<file path="config.mk">
export PLATFORM = sky130hd
export DESIGN_NAME = chip8_instruction_execute_core
export DESIGN_NICKNAME = d
export VERILOG_FILES = /design/src/sv/c8x_pkg.sv /design/src/sv/chip8_instruction_execute_core.sv /design/src/sv/c8x_vregs.sv /design/src/sv/c8x_stack.sv /design/src/sv/c8x_exec.sv
export SDC_FILE = /design/constraint.sdc
export NUM_CORES = 1
export LEC_CHECK = 0
export CORE_MARGIN = 2
export CORE_UTILIZATION = 35
export CTS_CLUSTER_SIZE = 12
export DETAILED_ROUTE_END_ITERATION = 8
export DONT_BUFFER_PORTS = 1
export GPL_TIMING_DRIVEN = 0
export HOLD_SLACK_MARGIN = 0.03
export SYNTH_ARGS = -nofsm -noshare
export SYNTH_HDL_FRONTEND = slang
export SYNTH_SLANG_ARGS = --single-unit
export TNS_END_PERCENT = 50
</file>
<file path="constraint.sdc">
create_clock -name i_clk -period 12.8 [get_ports i_clk]
set_input_delay 0.64 -clock i_clk [delete_from_list [all_inputs] [get_ports i_clk]]
set_output_delay 0.64 -clock i_clk [all_outputs]
set_load 0.005 [all_outputs]
</file>
<file path="src/sv/c8x_pkg.sv">
// Shared types, opcode codes and constants for the CHIP-8 instruction execute core.
`default_nettype none
package c8x_pkg;

    localparam int C_STACK_DEPTH = 16;
    localparam int C_NUM_VREGS   = 16;
    localparam int C_PC_W        = 12;
    localparam int C_VREG_W      = 8;
    localparam int C_VNUM_W      = 4;

    localparam logic [C_PC_W-1:0]   C_PC_RESET = 12'h200;
    localparam logic [C_VNUM_W-1:0] C_VF_NUM   = 4'hF;

    localparam logic [15:0] INS_CLS = 16'h00E0;
    localparam logic [15:0] INS_RET = 16'h00EE;

    localparam logic [3:0] OP_SYS  = 4'h0;
    localparam logic [3:0] OP_JP   = 4'h1;
    localparam logic [3:0] OP_CALL = 4'h2;
    localparam logic [3:0] OP_SEI  = 4'h3;
    localparam logic [3:0] OP_SNEI = 4'h4;
    localparam logic [3:0] OP_SER  = 4'h5;
    localparam logic [3:0] OP_LDI  = 4'h6;
    localparam logic [3:0] OP_ADDI = 4'h7;
    localparam logic [3:0] OP_ALU  = 4'h8;
    localparam logic [3:0] OP_SNER = 4'h9;
    localparam logic [3:0] OP_LDIX = 4'hA;

    localparam logic [3:0] ALU_LD   = 4'h0;
    localparam logic [3:0] ALU_OR   = 4'h1;
    localparam logic [3:0] ALU_AND  = 4'h2;
    localparam logic [3:0] ALU_ADD  = 4'h4;
    localparam logic [3:0] ALU_SUB  = 4'h5;
    localparam logic [3:0] ALU_SHR  = 4'h6;
    localparam logic [3:0] ALU_SUBN = 4'h7;
    localparam logic [3:0] ALU_SHL  = 4'hE;

    typedef struct packed {
        logic                bad;
        logic                cls;
        logic [C_PC_W-1:0]   pc;
        logic [C_PC_W-1:0]   idx;
        logic                push;
        logic                pop;
        logic                v_we;
        logic [C_VNUM_W-1:0] v_num;
        logic [C_VREG_W-1:0] v_val;
        logic [C_VREG_W-1:0] vf;
    } t_exec;

endpackage
`default_nettype wire

</file>
<file path="src/sv/chip8_instruction_execute_core.sv">
// Top level of the CHIP-8 instruction execute core: handshakes, state registers and result register.
`default_nettype none
// Executes one 16-bit CHIP-8 instruction word per transfer and returns one result per
// instruction: the new program counter, index register, VF, the V register written and the
// clear-display and unsupported indications. An instruction is taken into an input register,
// where its Vx and Vy operands are read from the register file, and is executed from there
// into the result register once the output can take a result, so one instruction can be taken
// every cycle while the output is not stalled. The register file's read ports are registered;
// a write from the instruction in execute is forwarded to the operands of the one behind it.
// The return stack keeps its top entry in a register, read ahead from the stack memory each
// cycle. Reset returns PC to 0x200 and clears all other state at once; no clearing pass is needed.
module chip8_instruction_execute_core
    import c8x_pkg::*;
#(
    parameter int STACK_DEPTH = C_STACK_DEPTH
) (
    input  wire logic                i_clk,
    input  wire logic                i_rst_n,
    input  wire logic                i_in_valid,
    output logic                     o_in_stall,
    input  wire logic [15:0]         i_instruction,
    output logic                     o_out_valid,
    input  wire logic                i_out_stall,
    output logic      [C_PC_W-1:0]   o_next_pc,
    output logic      [C_PC_W-1:0]   o_index_value,
    output logic                     o_clear_display,
    output logic                     o_reg_written,
    output logic      [C_VNUM_W-1:0] o_reg_number,
    output logic      [C_VREG_W-1:0] o_reg_value,
    output logic      [C_VREG_W-1:0] o_flag_value,
    output logic                     o_unsupported
);

    logic                r_in_vld;
    logic [15:0]         r_ins;
    logic                r_out_vld;
    logic [C_PC_W-1:0]   r_pc;
    logic [C_PC_W-1:0]   r_idx;
    logic                fire;
    logic                accept;
    logic [C_VREG_W-1:0] vx_rd;
    logic [C_VREG_W-1:0] vy_rd;
    logic [C_VREG_W-1:0] vf;
    logic [C_PC_W-1:0]   top;
    logic                vmem_we;
    t_exec               ex;
    t_exec               r_res;

    assign fire       = r_in_vld && (!r_out_vld || !i_out_stall);
    assign o_in_stall = r_in_vld && !fire;
    assign accept     = i_in_valid && !o_in_stall;
    assign vmem_we    = fire && ex.v_we && ex.v_num != C_VF_NUM;

    c8x_vregs u_vregs (
        .i_clk    (i_clk),
        .i_rst_n  (i_rst_n),
        .i_rd_en  (accept),
        .i_rd_x   (i_instruction[11:8]),
        .i_rd_y   (i_instruction[7:4]),
        .i_wr_en  (vmem_we),
        .i_wr_num (ex.v_num),
        .i_wr_val (ex.v_val),
        .i_vf_en  (fire),
        .i_vf_val (ex.vf),
        .o_vx     (vx_rd),
        .o_vy     (vy_rd),
        .o_vf     (vf)
    );

    c8x_stack #(
        .STACK_DEPTH (STACK_DEPTH)
    ) u_stack (
        .i_clk   (i_clk),
        .i_rst_n (i_rst_n),
        .i_push  (fire && ex.push),
        .i_pop   (fire && ex.pop),
        .i_wdata (r_pc + 12'd2),
        .o_top   (top)
    );

    c8x_exec u_exec (
        .i_ins   (r_ins),
        .i_vx_rd (vx_rd),
        .i_vy_rd (vy_rd),
        .i_vf    (vf),
        .i_pc    (r_pc),
        .i_idx   (r_idx),
        .i_top   (top),
        .o_ex    (ex)
    );

    always_ff @(posedge i_clk) begin
        if (accept) begin
            r_ins <= i_instruction;
        end
        if (fire) begin
            r_res <= ex;
        end
    end

    always_ff @(posedge i_clk) begin
        if (!i_rst_n) begin
            r_in_vld  <= 1'b0;
            r_out_vld <= 1'b0;
            r_pc      <= C_PC_RESET;
            r_idx     <= '0;
        end else begin
            if (accept) begin
                r_in_vld <= 1'b1;
            end else if (fire) begin
                r_in_vld <= 1'b0;
            end
            if (fire) begin
                r_out_vld <= 1'b1;
                r_pc      <= ex.pc;
                r_idx     <= ex.idx;
            end else if (!i_out_stall) begin
                r_out_vld <= 1'b0;
            end
        end
    end

    assign o_out_valid     = r_out_vld;
    assign o_next_pc       = r_res.pc;
    assign o_index_value   = r_res.idx;
    assign o_clear_display = r_res.cls;
    assign o_reg_written   = r_res.v_we;
    assign o_reg_number    = r_res.v_num;
    assign o_reg_value     = r_res.v_val;
    assign o_flag_value    = r_res.vf;
    assign o_unsupported   = r_res.bad;

    a_bad_keeps_pc: assert property (@(posedge i_clk) disable iff (!i_rst_n)
        (fire && ex.bad) |=> (r_pc == $past(r_pc)))
        else $error("unsupported instruction changed the program counter");

    a_out_pc_is_state: assert property (@(posedge i_clk) disable iff (!i_rst_n)
        fire |=> (o_next_pc == r_pc && o_index_value == r_idx))
        else $error("result does not match the architectural state");

    a_no_write_zero: assert property (@(posedge i_clk) disable iff (!i_rst_n)
        (o_out_valid && !o_reg_written) |-> (o_reg_number == '0 && o_reg_value == '0))
        else $error("register fields nonzero without a register write");

    a_stack_one_op: assert property (@(posedge i_clk) disable iff (!i_rst_n)
        fire |-> !(ex.push && ex.pop) && !(ex.bad && (ex.push || ex.pop || ex.v_we)))
        else $error("conflicting stack or register update");

endmodule
`default_nettype wire

</file>
<file path="src/sv/c8x_vregs.sv">
// V register file: a two-read, one-write memory for V0 to VE plus a separate VF register.
`default_nettype none
module c8x_vregs
    import c8x_pkg::*;
(
    input  wire logic                i_clk,
    input  wire logic                i_rst_n,
    input  wire logic                i_rd_en,
    input  wire logic [C_VNUM_W-1:0] i_rd_x,
    input  wire logic [C_VNUM_W-1:0] i_rd_y,
    input  wire logic                i_wr_en,
    input  wire logic [C_VNUM_W-1:0] i_wr_num,
    input  wire logic [C_VREG_W-1:0] i_wr_val,
    input  wire logic                i_vf_en,
    input  wire logic [C_VREG_W-1:0] i_vf_val,
    output logic      [C_VREG_W-1:0] o_vx,
    output logic      [C_VREG_W-1:0] o_vy,
    output logic      [C_VREG_W-1:0] o_vf
);

    logic [C_VREG_W-1:0]    r_mem [C_NUM_VREGS];
    logic [C_NUM_VREGS-1:0] r_mem_vld;
    logic [C_VREG_W-1:0]    r_vx;
    logic [C_VREG_W-1:0]    r_vy;
    logic [C_VREG_W-1:0]    r_vf;

    always_ff @(posedge i_clk) begin
        if (i_wr_en) begin
            r_mem[i_wr_num] <= i_wr_val;
        end
    end

    always_ff @(posedge i_clk) begin
        if (!i_rst_n) begin
            r_mem_vld <= '0;
            r_vf      <= '0;
        end else begin
            if (i_wr_en) begin
                r_mem_vld[i_wr_num] <= 1'b1;
            end
            if (i_vf_en) begin
                r_vf <= i_vf_val;
            end
        end
    end

    // A write from the instruction leaving execute is forwarded to the read of the next one.
    always_ff @(posedge i_clk) begin
        if (i_rd_en) begin
            if (i_wr_en && i_wr_num == i_rd_x) begin
                r_vx <= i_wr_val;
            end else if (r_mem_vld[i_rd_x]) begin
                r_vx <= r_mem[i_rd_x];
            end else begin
                r_vx <= '0;
            end
            if (i_wr_en && i_wr_num == i_rd_y) begin
                r_vy <= i_wr_val;
            end else if (r_mem_vld[i_rd_y]) begin
                r_vy <= r_mem[i_rd_y];
            end else begin
                r_vy <= '0;
            end
        end
    end

    assign o_vx = r_vx;
    assign o_vy = r_vy;
    assign o_vf = r_vf;

endmodule
`default_nettype wire

</file>
<file path="src/sv/c8x_stack.sv">
// Return stack memory with its pointer and a registered top-of-stack entry.
`default_nettype none
module c8x_stack
    import c8x_pkg::*;
#(
    parameter int STACK_DEPTH = C_STACK_DEPTH
) (
    input  wire logic              i_clk,
    input  wire logic              i_rst_n,
    input  wire logic              i_push,
    input  wire logic              i_pop,
    input  wire logic [C_PC_W-1:0] i_wdata,
    output logic      [C_PC_W-1:0] o_top
);

    localparam int SP_W = $clog2(STACK_DEPTH);
    localparam logic [SP_W-1:0] SP_LAST = SP_W'(STACK_DEPTH - 1);

    logic [C_PC_W-1:0]      r_mem [STACK_DEPTH];
    logic [STACK_DEPTH-1:0] r_mem_vld;
    logic [SP_W-1:0]        r_sp;
    logic [SP_W-1:0]        n_sp;
    logic [SP_W-1:0]        rd_addr;
    logic [C_PC_W-1:0]      r_top;

    always_comb begin
        n_sp = r_sp;
        if (i_push) begin
            n_sp = (r_sp == SP_LAST) ? '0 : r_sp + 1'b1;
        end else if (i_pop) begin
            n_sp = (r_sp == '0) ? SP_LAST : r_sp - 1'b1;
        end
        rd_addr = (n_sp == '0) ? SP_LAST : n_sp - 1'b1;
    end

    always_ff @(posedge i_clk) begin
        if (i_push) begin
            r_mem[r_sp] <= i_wdata;
        end
    end

    always_ff @(posedge i_clk) begin
        if (!i_rst_n) begin
            r_sp      <= '0;
            r_mem_vld <= '0;
            r_top     <= '0;
        end else begin
            r_sp <= n_sp;
            if (i_push) begin
                r_mem_vld[r_sp] <= 1'b1;
            end
            if (i_push && r_sp == rd_addr) begin
                r_top <= i_wdata;
            end else if (r_mem_vld[rd_addr]) begin
                r_top <= r_mem[rd_addr];
            end else begin
                r_top <= '0;
            end
        end
    end

    assign o_top = r_top;

endmodule
`default_nettype wire

</file>
<file path="src/sv/c8x_exec.sv">
// Instruction decode, ALU and next-state computation for one instruction.
`default_nettype none
module c8x_exec
    import c8x_pkg::*;
(
    input  wire logic [15:0]         i_ins,
    input  wire logic [C_VREG_W-1:0] i_vx_rd,
    input  wire logic [C_VREG_W-1:0] i_vy_rd,
    input  wire logic [C_VREG_W-1:0] i_vf,
    input  wire logic [C_PC_W-1:0]   i_pc,
    input  wire logic [C_PC_W-1:0]   i_idx,
    input  wire logic [C_PC_W-1:0]   i_top,
    output t_exec                    o_ex
);

    logic [3:0]          op;
    logic [C_VNUM_W-1:0] x;
    logic [C_VNUM_W-1:0] y;
    logic [3:0]          n;
    logic [C_VREG_W-1:0] kk;
    logic [C_PC_W-1:0]   nnn;
    logic [C_VREG_W-1:0] vx;
    logic [C_VREG_W-1:0] vy;
    logic [C_PC_W-1:0]   pc2;
    logic [C_PC_W-1:0]   pc4;
    logic [C_VREG_W:0]   sum;
    logic                f_we;
    logic [C_VREG_W-1:0] flag;
    logic [C_VREG_W-1:0] ax;
    logic [C_VREG_W-1:0] ay;
    t_exec               e;

    always_comb begin
        op   = i_ins[15:12];
        x    = i_ins[11:8];
        y    = i_ins[7:4];
        n    = i_ins[3:0];
        kk   = i_ins[7:0];
        nnn  = i_ins[11:0];
        vx   = (x == C_VF_NUM) ? i_vf : i_vx_rd;
        vy   = (y == C_VF_NUM) ? i_vf : i_vy_rd;
        pc2  = i_pc + 12'd2;
        pc4  = i_pc + 12'd4;
        sum  = {1'b0, vx} + {1'b0, vy};
        f_we = 1'b0;
        flag = '0;
        ax   = vx;
        ay   = vy;

        e     = '0;
        e.pc  = pc2;
        e.idx = i_idx;

        unique case (op)
            OP_SYS: begin
                if (i_ins == INS_CLS) begin
                    e.cls = 1'b1;
                end else if (i_ins == INS_RET) begin
                    e.pop = 1'b1;
                    e.pc  = i_top;
                end else begin
                    e.bad = 1'b1;
                end
            end
            OP_JP: e.pc = nnn;
            OP_CALL: begin
                e.push = 1'b1;
                e.pc   = nnn;
            end
            OP_SEI: begin
                if (vx == kk) begin
                    e.pc = pc4;
                end
            end
            OP_SNEI: begin
                if (vx != kk) begin
                    e.pc = pc4;
                end
            end
            OP_SER: begin
                if (n != 4'h0) begin
                    e.bad = 1'b1;
                end else if (vx == vy) begin
                    e.pc = pc4;
                end
            end
            OP_LDI: begin
                e.v_we  = 1'b1;
                e.v_num = x;
                e.v_val = kk;
            end
            OP_ADDI: begin
                e.v_we  = 1'b1;
                e.v_num = x;
                e.v_val = vx + kk;
            end
            OP_ALU: begin
                e.v_we  = 1'b1;
                e.v_num = x;
                // The flag is written before the result; a VF operand of SUB, SHR, SUBN or SHL sees the new flag.
                unique case (n)
                    ALU_LD:  e.v_val = vy;
                    ALU_OR:  e.v_val = vx | vy;
                    ALU_AND: e.v_val = vx & vy;
                    ALU_ADD: begin
                        f_we    = 1'b1;
                        flag    = {7'b0, sum[C_VREG_W]};
                        e.v_val = sum[C_VREG_W-1:0];
                    end
                    ALU_SUB: begin
                        f_we    = 1'b1;
                        flag    = {7'b0, vx > vy};
                        ax      = (x == C_VF_NUM) ? flag : vx;
                        ay      = (y == C_VF_NUM) ? flag : vy;
                        e.v_val = ax - ay;
                    end
                    ALU_SHR: begin
                        f_we    = 1'b1;
                        flag    = {7'b0, vx[0]};
                        ax      = (x == C_VF_NUM) ? flag : vx;
                        e.v_val = ax >> 1;
                    end
                    ALU_SUBN: begin
                        f_we    = 1'b1;
                        flag    = {7'b0, vy > vx};
                        ax      = (x == C_VF_NUM) ? flag : vx;
                        ay      = (y == C_VF_NUM) ? flag : vy;
                        e.v_val = ay - ax;
                    end
                    ALU_SHL: begin
                        f_we    = 1'b1;
                        flag    = {7'b0, vx[7]};
                        ax      = (x == C_VF_NUM) ? flag : vx;
                        e.v_val = ax << 1;
                    end
                    default: begin
                        e.v_we  = 1'b0;
                        e.v_num = '0;
                        e.bad   = 1'b1;
                    end
                endcase
            end
            OP_SNER: begin
                if (n != 4'h0) begin
                    e.bad = 1'b1;
                end else if (vx != vy) begin
                    e.pc = pc4;
                end
            end
            OP_LDIX: e.idx = nnn;
            default: e.bad = 1'b1;
        endcase

        if (e.bad) begin
            e.pc = i_pc;
        end

        if (e.v_we && e.v_num == C_VF_NUM) begin
            e.vf = e.v_val;
        end else if (f_we) begin
            e.vf = flag;
        end else begin
            e.vf = i_vf;
        end

        o_ex = e;
    end

endmodule
`default_nettype wire

</file>
Word-level counts from Yosys, hierarchy flattened
Memory sizes are Yosys's and may differ from the RTL's. Cells that the tools add are included.

Add/subtract/negate cells: 9. $lt $le $gt $ge: 9. Equality and inequality tests: 32. Muxes and demuxes: 67. Bitwise gates (word level): 4. Reductions and logical operators: 29.

Operator list (count): 12-bit two-way mux (12); 8-bit two-way mux (14); 12-bit one-hot mux with 6 select lines (1); 8-bit one-hot mux with 8 select lines (1); 13-bit one-hot mux with 3 select lines (1); 16-bit by 8-bit == test with 1-bit output, second input constant (2); 4-bit by 3-bit == test with 1-bit output, second input constant (8); 4-bit == test, second input constant (8); 16-bit OR (2); 4-bit by 5-bit less-than comparator with 1-bit output, second input constant (5); 1-bit two-way mux (24); 4-bit two-way mux (5); 8-bit == test (2); 8-bit > comparator (2); 4-bit logical NOT (4); 8-bit != test (2); 8-bit subtractor (2); 1-bit logical AND (13); 12-bit by 2-bit adder with 12-bit output, second input constant (1); 12-bit by 3-bit adder with 12-bit output, second input constant (1); 1-bit binary-select mux with 4-bit select (3); 4-bit by 2-bit == test with 1-bit output, second input constant (3); 4-bit == test (3); 8-bit by 8-bit adder with 9-bit output (1); other kinds (22) (30).

Bits in registers: 161. Bits in writable memories: 320. Bits of input ports: 20. Output and inout port bits: 49. Word-level logic and storage cells: 172. Memories: 2.

Memory list: u_stack.r_mem (depth 16, bits a word 12, read ports 1, clocked after memory_dff 0, write ports 1, RTL line c8x_stack.sv:19) `logic [C_PC_W-1:0] r_mem [STACK_DEPTH];`; u_vregs.r_mem (depth 16, bits a word 8, read ports 2, clocked after memory_dff 0, write ports 1, RTL line c8x_vregs.sv:21) `logic [C_VREG_W-1:0] r_mem [C_NUM_VREGS];`.

Longest topological paths before layout
Depth in word-level cells: 13. Mapped depth: 27.

Cells and area by module
A second synthesis with hierarchy kept.

Cell total of the unflattened synthesis: 1948. Area total of the unflattened synthesis: 23986.8 um^2.

By module, submodules not included: c8x_stack (instances 1, cells an instance 704, area each 9120.0 um^2, seq. area each 6406.1 um^2); c8x_vregs (instances 1, cells an instance 437, area each 7749.9 um^2, seq. area each 4804.6 um^2); c8x_exec (instances 1, cells an instance 606, area each 3977.6 um^2, seq. area each 0.0 um^2); chip8_instruction_execute_core (instances 1, cells an instance 201, area each 3139.3 um^2, seq. area each 2412.3 um^2).

Least setup slack after synthesis
Ideal clock, no wire load.

Path type: register -> register. Start: register r_ins[4]. End: register r_res (netlist bit o_reg_value[6]) (data pin). Arrival time: 5151 ps. Data required time: 12478 ps. Setup slack: 7327 ps. Cell stages (with the launch flop): 26. Buffers on the path: 2. Cell sequence: edfxtp_1 clkbuf_1 nand4_1 clkbuf_1 nand2_1 inv_1 a21oi_1 inv_1 ha_1 o21bai_1 a21oi_1 o21bai_1 a2111oi_0 o31ai_1 o21ai_0 ha_1 inv_1 fa_1 a21o_1 a21o_1 a21o_1 a211oi_1 a21oi_1 xor2_1 a311oi_1 inv_1.

RTL lines: from (decl) (RTL line chip8_instruction_execute_core.sv:35) `logic [15:0] r_ins;`; from (signal assigned) (RTL line chip8_instruction_execute_core.sv:94) `r_ins <= i_instruction;`; to (signal assigned) (RTL line chip8_instruction_execute_core.sv:97) `r_res <= ex;`; to (decl) (RTL line chip8_instruction_execute_core.sv:47) `t_exec r_res;`.

==> metrics.yaml <==
setup_path:
  cp_data_required_time_ns: 13.01
  cp_max_fo: 17
  worst_setup_path_end_kind: "flip-flop"
  cp-start-kind: "flip-flop"
  worstSetupPathType: "reg2reg"
  arrival_ns: 8.12
finish:
  diodes: 0
  fillers: 6000
  area_growth_pct: 14.08
  drive_gt1_frac: 0.1816
  final_nets: 1844
clock_tree:
  cts_buffer_depth: 3
  cts_buffers: 53
  clock_latency_ns: 0.61
  cts_tree: "done"
  clock_sinks: 481
  cts_resized: 0
  post-cts-setup-buffers: 0
  ctsRootBufferMaster: "clkbuf_16"
  holdBufCountCts: 0
  clk_pin_slew_worst_paths_ns: 0.06
  htree_levels: 2
power_and_ir_drop:
  seqPwrFrac: 0.489
  clkPwrFrac: 0.423
  sw_frac_of_total: 0.2392
  leakagePower_uw: 0.009290
  p_switching_uw: 846.7
  p_per_area_mw_per_mm2: 133.7
  vdd_drop_max_mv: 0.09530
  finalPower_uw: 3539
  p_int_uw: 2692
  p_comb_frac: 0.088
sta:
  setup_viol: 0
  period_share: 0.6181
  setup_tns_ns: 0
  skew_ns: 0.03254
  fmax_ghz: 0.1264
  slew_violations: 0
  hold_viol_final: 0
  tightest_slew_ns: 1.361
  final.min_clock_period_ns: 7.912
  relSlewSlack: 0.08411
  rsz0062_at_grt: "false"
  timing.hold.ws_ns: 0.1249
worst_hold_path:
  hold_class: "in2reg"
synth:
  synth_xor_area_frac: 0.01472
  yosys_most_used_dff: "edfxtp_1"
  ys_warn_count: 0
  yosys_register_bits: 481
  ys_seq_area_frac: 0.5872
  synth-adder-area-share: 0.03203
  synth-edff-count: 399
  yosysTopAreaCell: "edfxtp_1"
  synth_cell_types: 87
  syn_inst: 1680
  synthesis.area_sq_mm: 0.02320
  synth_commonest_cells: "edfxtp_1 (399), nand2_1 (163), mux4_2 (131), nor2_1 (114)"
  syn-mean-instance-area_sq_um: 13.81
  synthTopCellsByArea: "edfxtp_1 (52%), mux4_2 (13%), dfxtp_1 (7.1%)"
  synth_top_family_by_area: "multiplexers"
  synth_top_area_frac: 0.5164
  yosys-mux-area-fraction: 0.1670
  yosysMostFrequentCell: "edfxtp_1"
  synth_compound_area_frac: 0.08429
  ys_async_sr_fraction: 0
  yosys.area_share.simple: 0.08445
global_routing:
  grt_start_max_net_pins: 42
  grt_pass1_vias: 14900
  track_usage: 0.1892
  antenna_found_initial: 5
  overflow: 0
  grt_pass1_wl_microns: 96340
floorplanning:
  start_util: 0.3529
  die_h_microns: 261.5
  io_pins: 69
  std_cell_rows: 94
  die_area_sq_mm: 0.06836
  placeableCoreArea_sq_mm: 0.06575
  die_w_microns: 261.5
place:
  port_buffers: 0
  hpwl_microns: 46710
  gp_congestion: 0.9291
route:
  ant_nets: 0
  drt_iter0_markers: 1668
  wirelength_microns: 65000
  dr.pass1.iters: 5
  route.detailed.drc: 0
  vias: 15100
  avgRoutedWirePerCell_microns: 24.29
  vias_per_cell: 5.642
status:
  status: "completed"
flow_run:
  maxCapViolations: 0
-- registers in the layout, indices dropped and copies added, names as in the netlist, 4 cells and up --
name,cells
r_ins,16
r_pc,12
u_vregs.o_vy,8
u_vregs.o_vx,8
o_next_pc,12
o_index_value,12
r_idx,12
o_flag_value,8
u_stack.r_sp,4
u_stack.r_mem_vld,16
u_vregs.r_mem,128
u_vregs.o_vf,8
u_vregs.r_mem_vld,16
u_stack.o_top,12
u_stack.r_mem,192
o_reg_value,8
o_reg_number,4
-- final timing paths --
kind | from | endpoint | slack, ns | cells past startpoint
setup reg to reg | r_ins[10] | o_reg_value[5] | 4.89 | 24
setup / recovery | r_ins[10] | o_reg_value[5] | 4.89 | 24
hold / removal | i_instruction[8] | r_ins[8] | 0.12 | 0
hold reg to reg | r_idx[8] | r_idx[8] | 0.46 | 2
-- routing by layer --
layer / vias up / part of all wire / track usage
met4: 8 / 0.025 / 0.05161
met2: 653 / 0.45 / 0.2962
met3: 124 / 0.077 / 0.03562
met5: - / 0.00089 / 0
li1: 6644 / - / -
met1: 7670 / 0.44 / 0.2699
-- cell type report --
class,count,area [sq um],area share
flip-flops and latches,481,13620,0.5147
clock inverters,19,185.2,0.006997
inverters,84,315.3,0.01191
clock buffers,81,1533,0.05791
multi-input cells,1028,9070,0.3427
well taps,864,1081,0.04085
plain buffers,94,386.6,0.01461
repair buffers,25,272.8,0.01031
-- cells in the final DEF (no fill, tap or decap), types with 7 or more instances in the layout --
cell type	synthesis	layout
clkbuf_1	70	89
a31oi_1	7	7
a21o_1	14	14
o22ai_1	8	8
dfxtp_1	82	82
clkbuf_8	0	8
o2bb2ai_1	9	9
buf_6	3	19
o21ai_0	74	73
a21oi_1	49	49
and3_1	13	13
inv_1	82	82
clkbuf_16	0	54
nand2b_1	13	13
ha_1	53	53
nand4_1	9	9
conb_1	1	8
mux4_2	131	131
o21a_1	12	12
o21bai_1	8	8
xor2_1	21	19
buf_2	8	9
edfxtp_1	399	399
nand2_1	163	163
mux2i_1	51	51
xnor2_1	18	16
clkinv_2	0	10
nor3_2	0	16
mux2_2	33	33
nor2b_1	11	10
nor4_2	2	7
nand3_1	26	26
buf_4	0	7
nor2_1	114	113
nor3_1	37	21
a22oi_1	7	7
a211oi_1	10	10
buf_1	13	12
-- power by group through the flow --
stage / sequential (uW) / combinational [uW] / clock (uW)
5_1_grt: 1730 / 333 / 1590
3_5_place_dp: 1760 / 306 / 0
6_report: 1730 / 310 / 1500
2_1_floorplan: 1760 / 207 / 0
4_1_cts: 1730 / 307 / 1530
3_3_place_gp: 1770 / 298 / 0
-- cells by family (layout without fill, tap and decap cells) --
logic type / count (synthesis) / in the layout
AOI/OAI and AO/OA: 279 / 279
xor gates and xnor gates: 39 / 39
adders and majority gates: 57 / 57
buffers and inverters: 178 / 303
DFF: 481 / 481
muxes: 217 / 217
other: 1 / 8
and+or+nand+nor: 428 / 428
-- per-stage QoR --
stage / setup slack (ns) / instances / instance area (sq um) / util
2_1_floorplan: 7.327 / 1687 / 23230 / -
3_3_place_gp: 4.838 / 2551 / 24310 / 0.3697
3_5_place_dp: 5.138 / 2576 / 24720 / 0.3759
4_1_cts: 5.052 / 2676 / 26430 / 0.4021
5_1_grt: 4.399 / 2676 / 26470 / 0.4026
6_report: 4.888 / 2676 / 26470 / 0.4026
-- critical path: stages, from the launching register on --
cell,delay [ns]
edfxtp_1,0.41
clkbuf_1,0.42
nand4_1,0.31
clkbuf_1,0.57
nand2_1,0.31
nand2_1,0.29
inv_1,0.16
ha_1,0.22
o21bai_1,0.15
a21oi_1,0.19
o21bai_1,0.10
a2111oi_0,0.62
o31ai_1,0.21
o21ai_0,0.23
o21a_1,0.19
ha_1,0.19
nor2b_1,0.06
o21ai_0,0.28
a21boi_0,0.15
o21ai_0,0.34
a32oi_1,0.17
xor2_1,0.20
a221o_1,0.34
a222oi_1,0.87
inv_1,0.53
No activity file was read; power rests on OpenSTA's default activity.
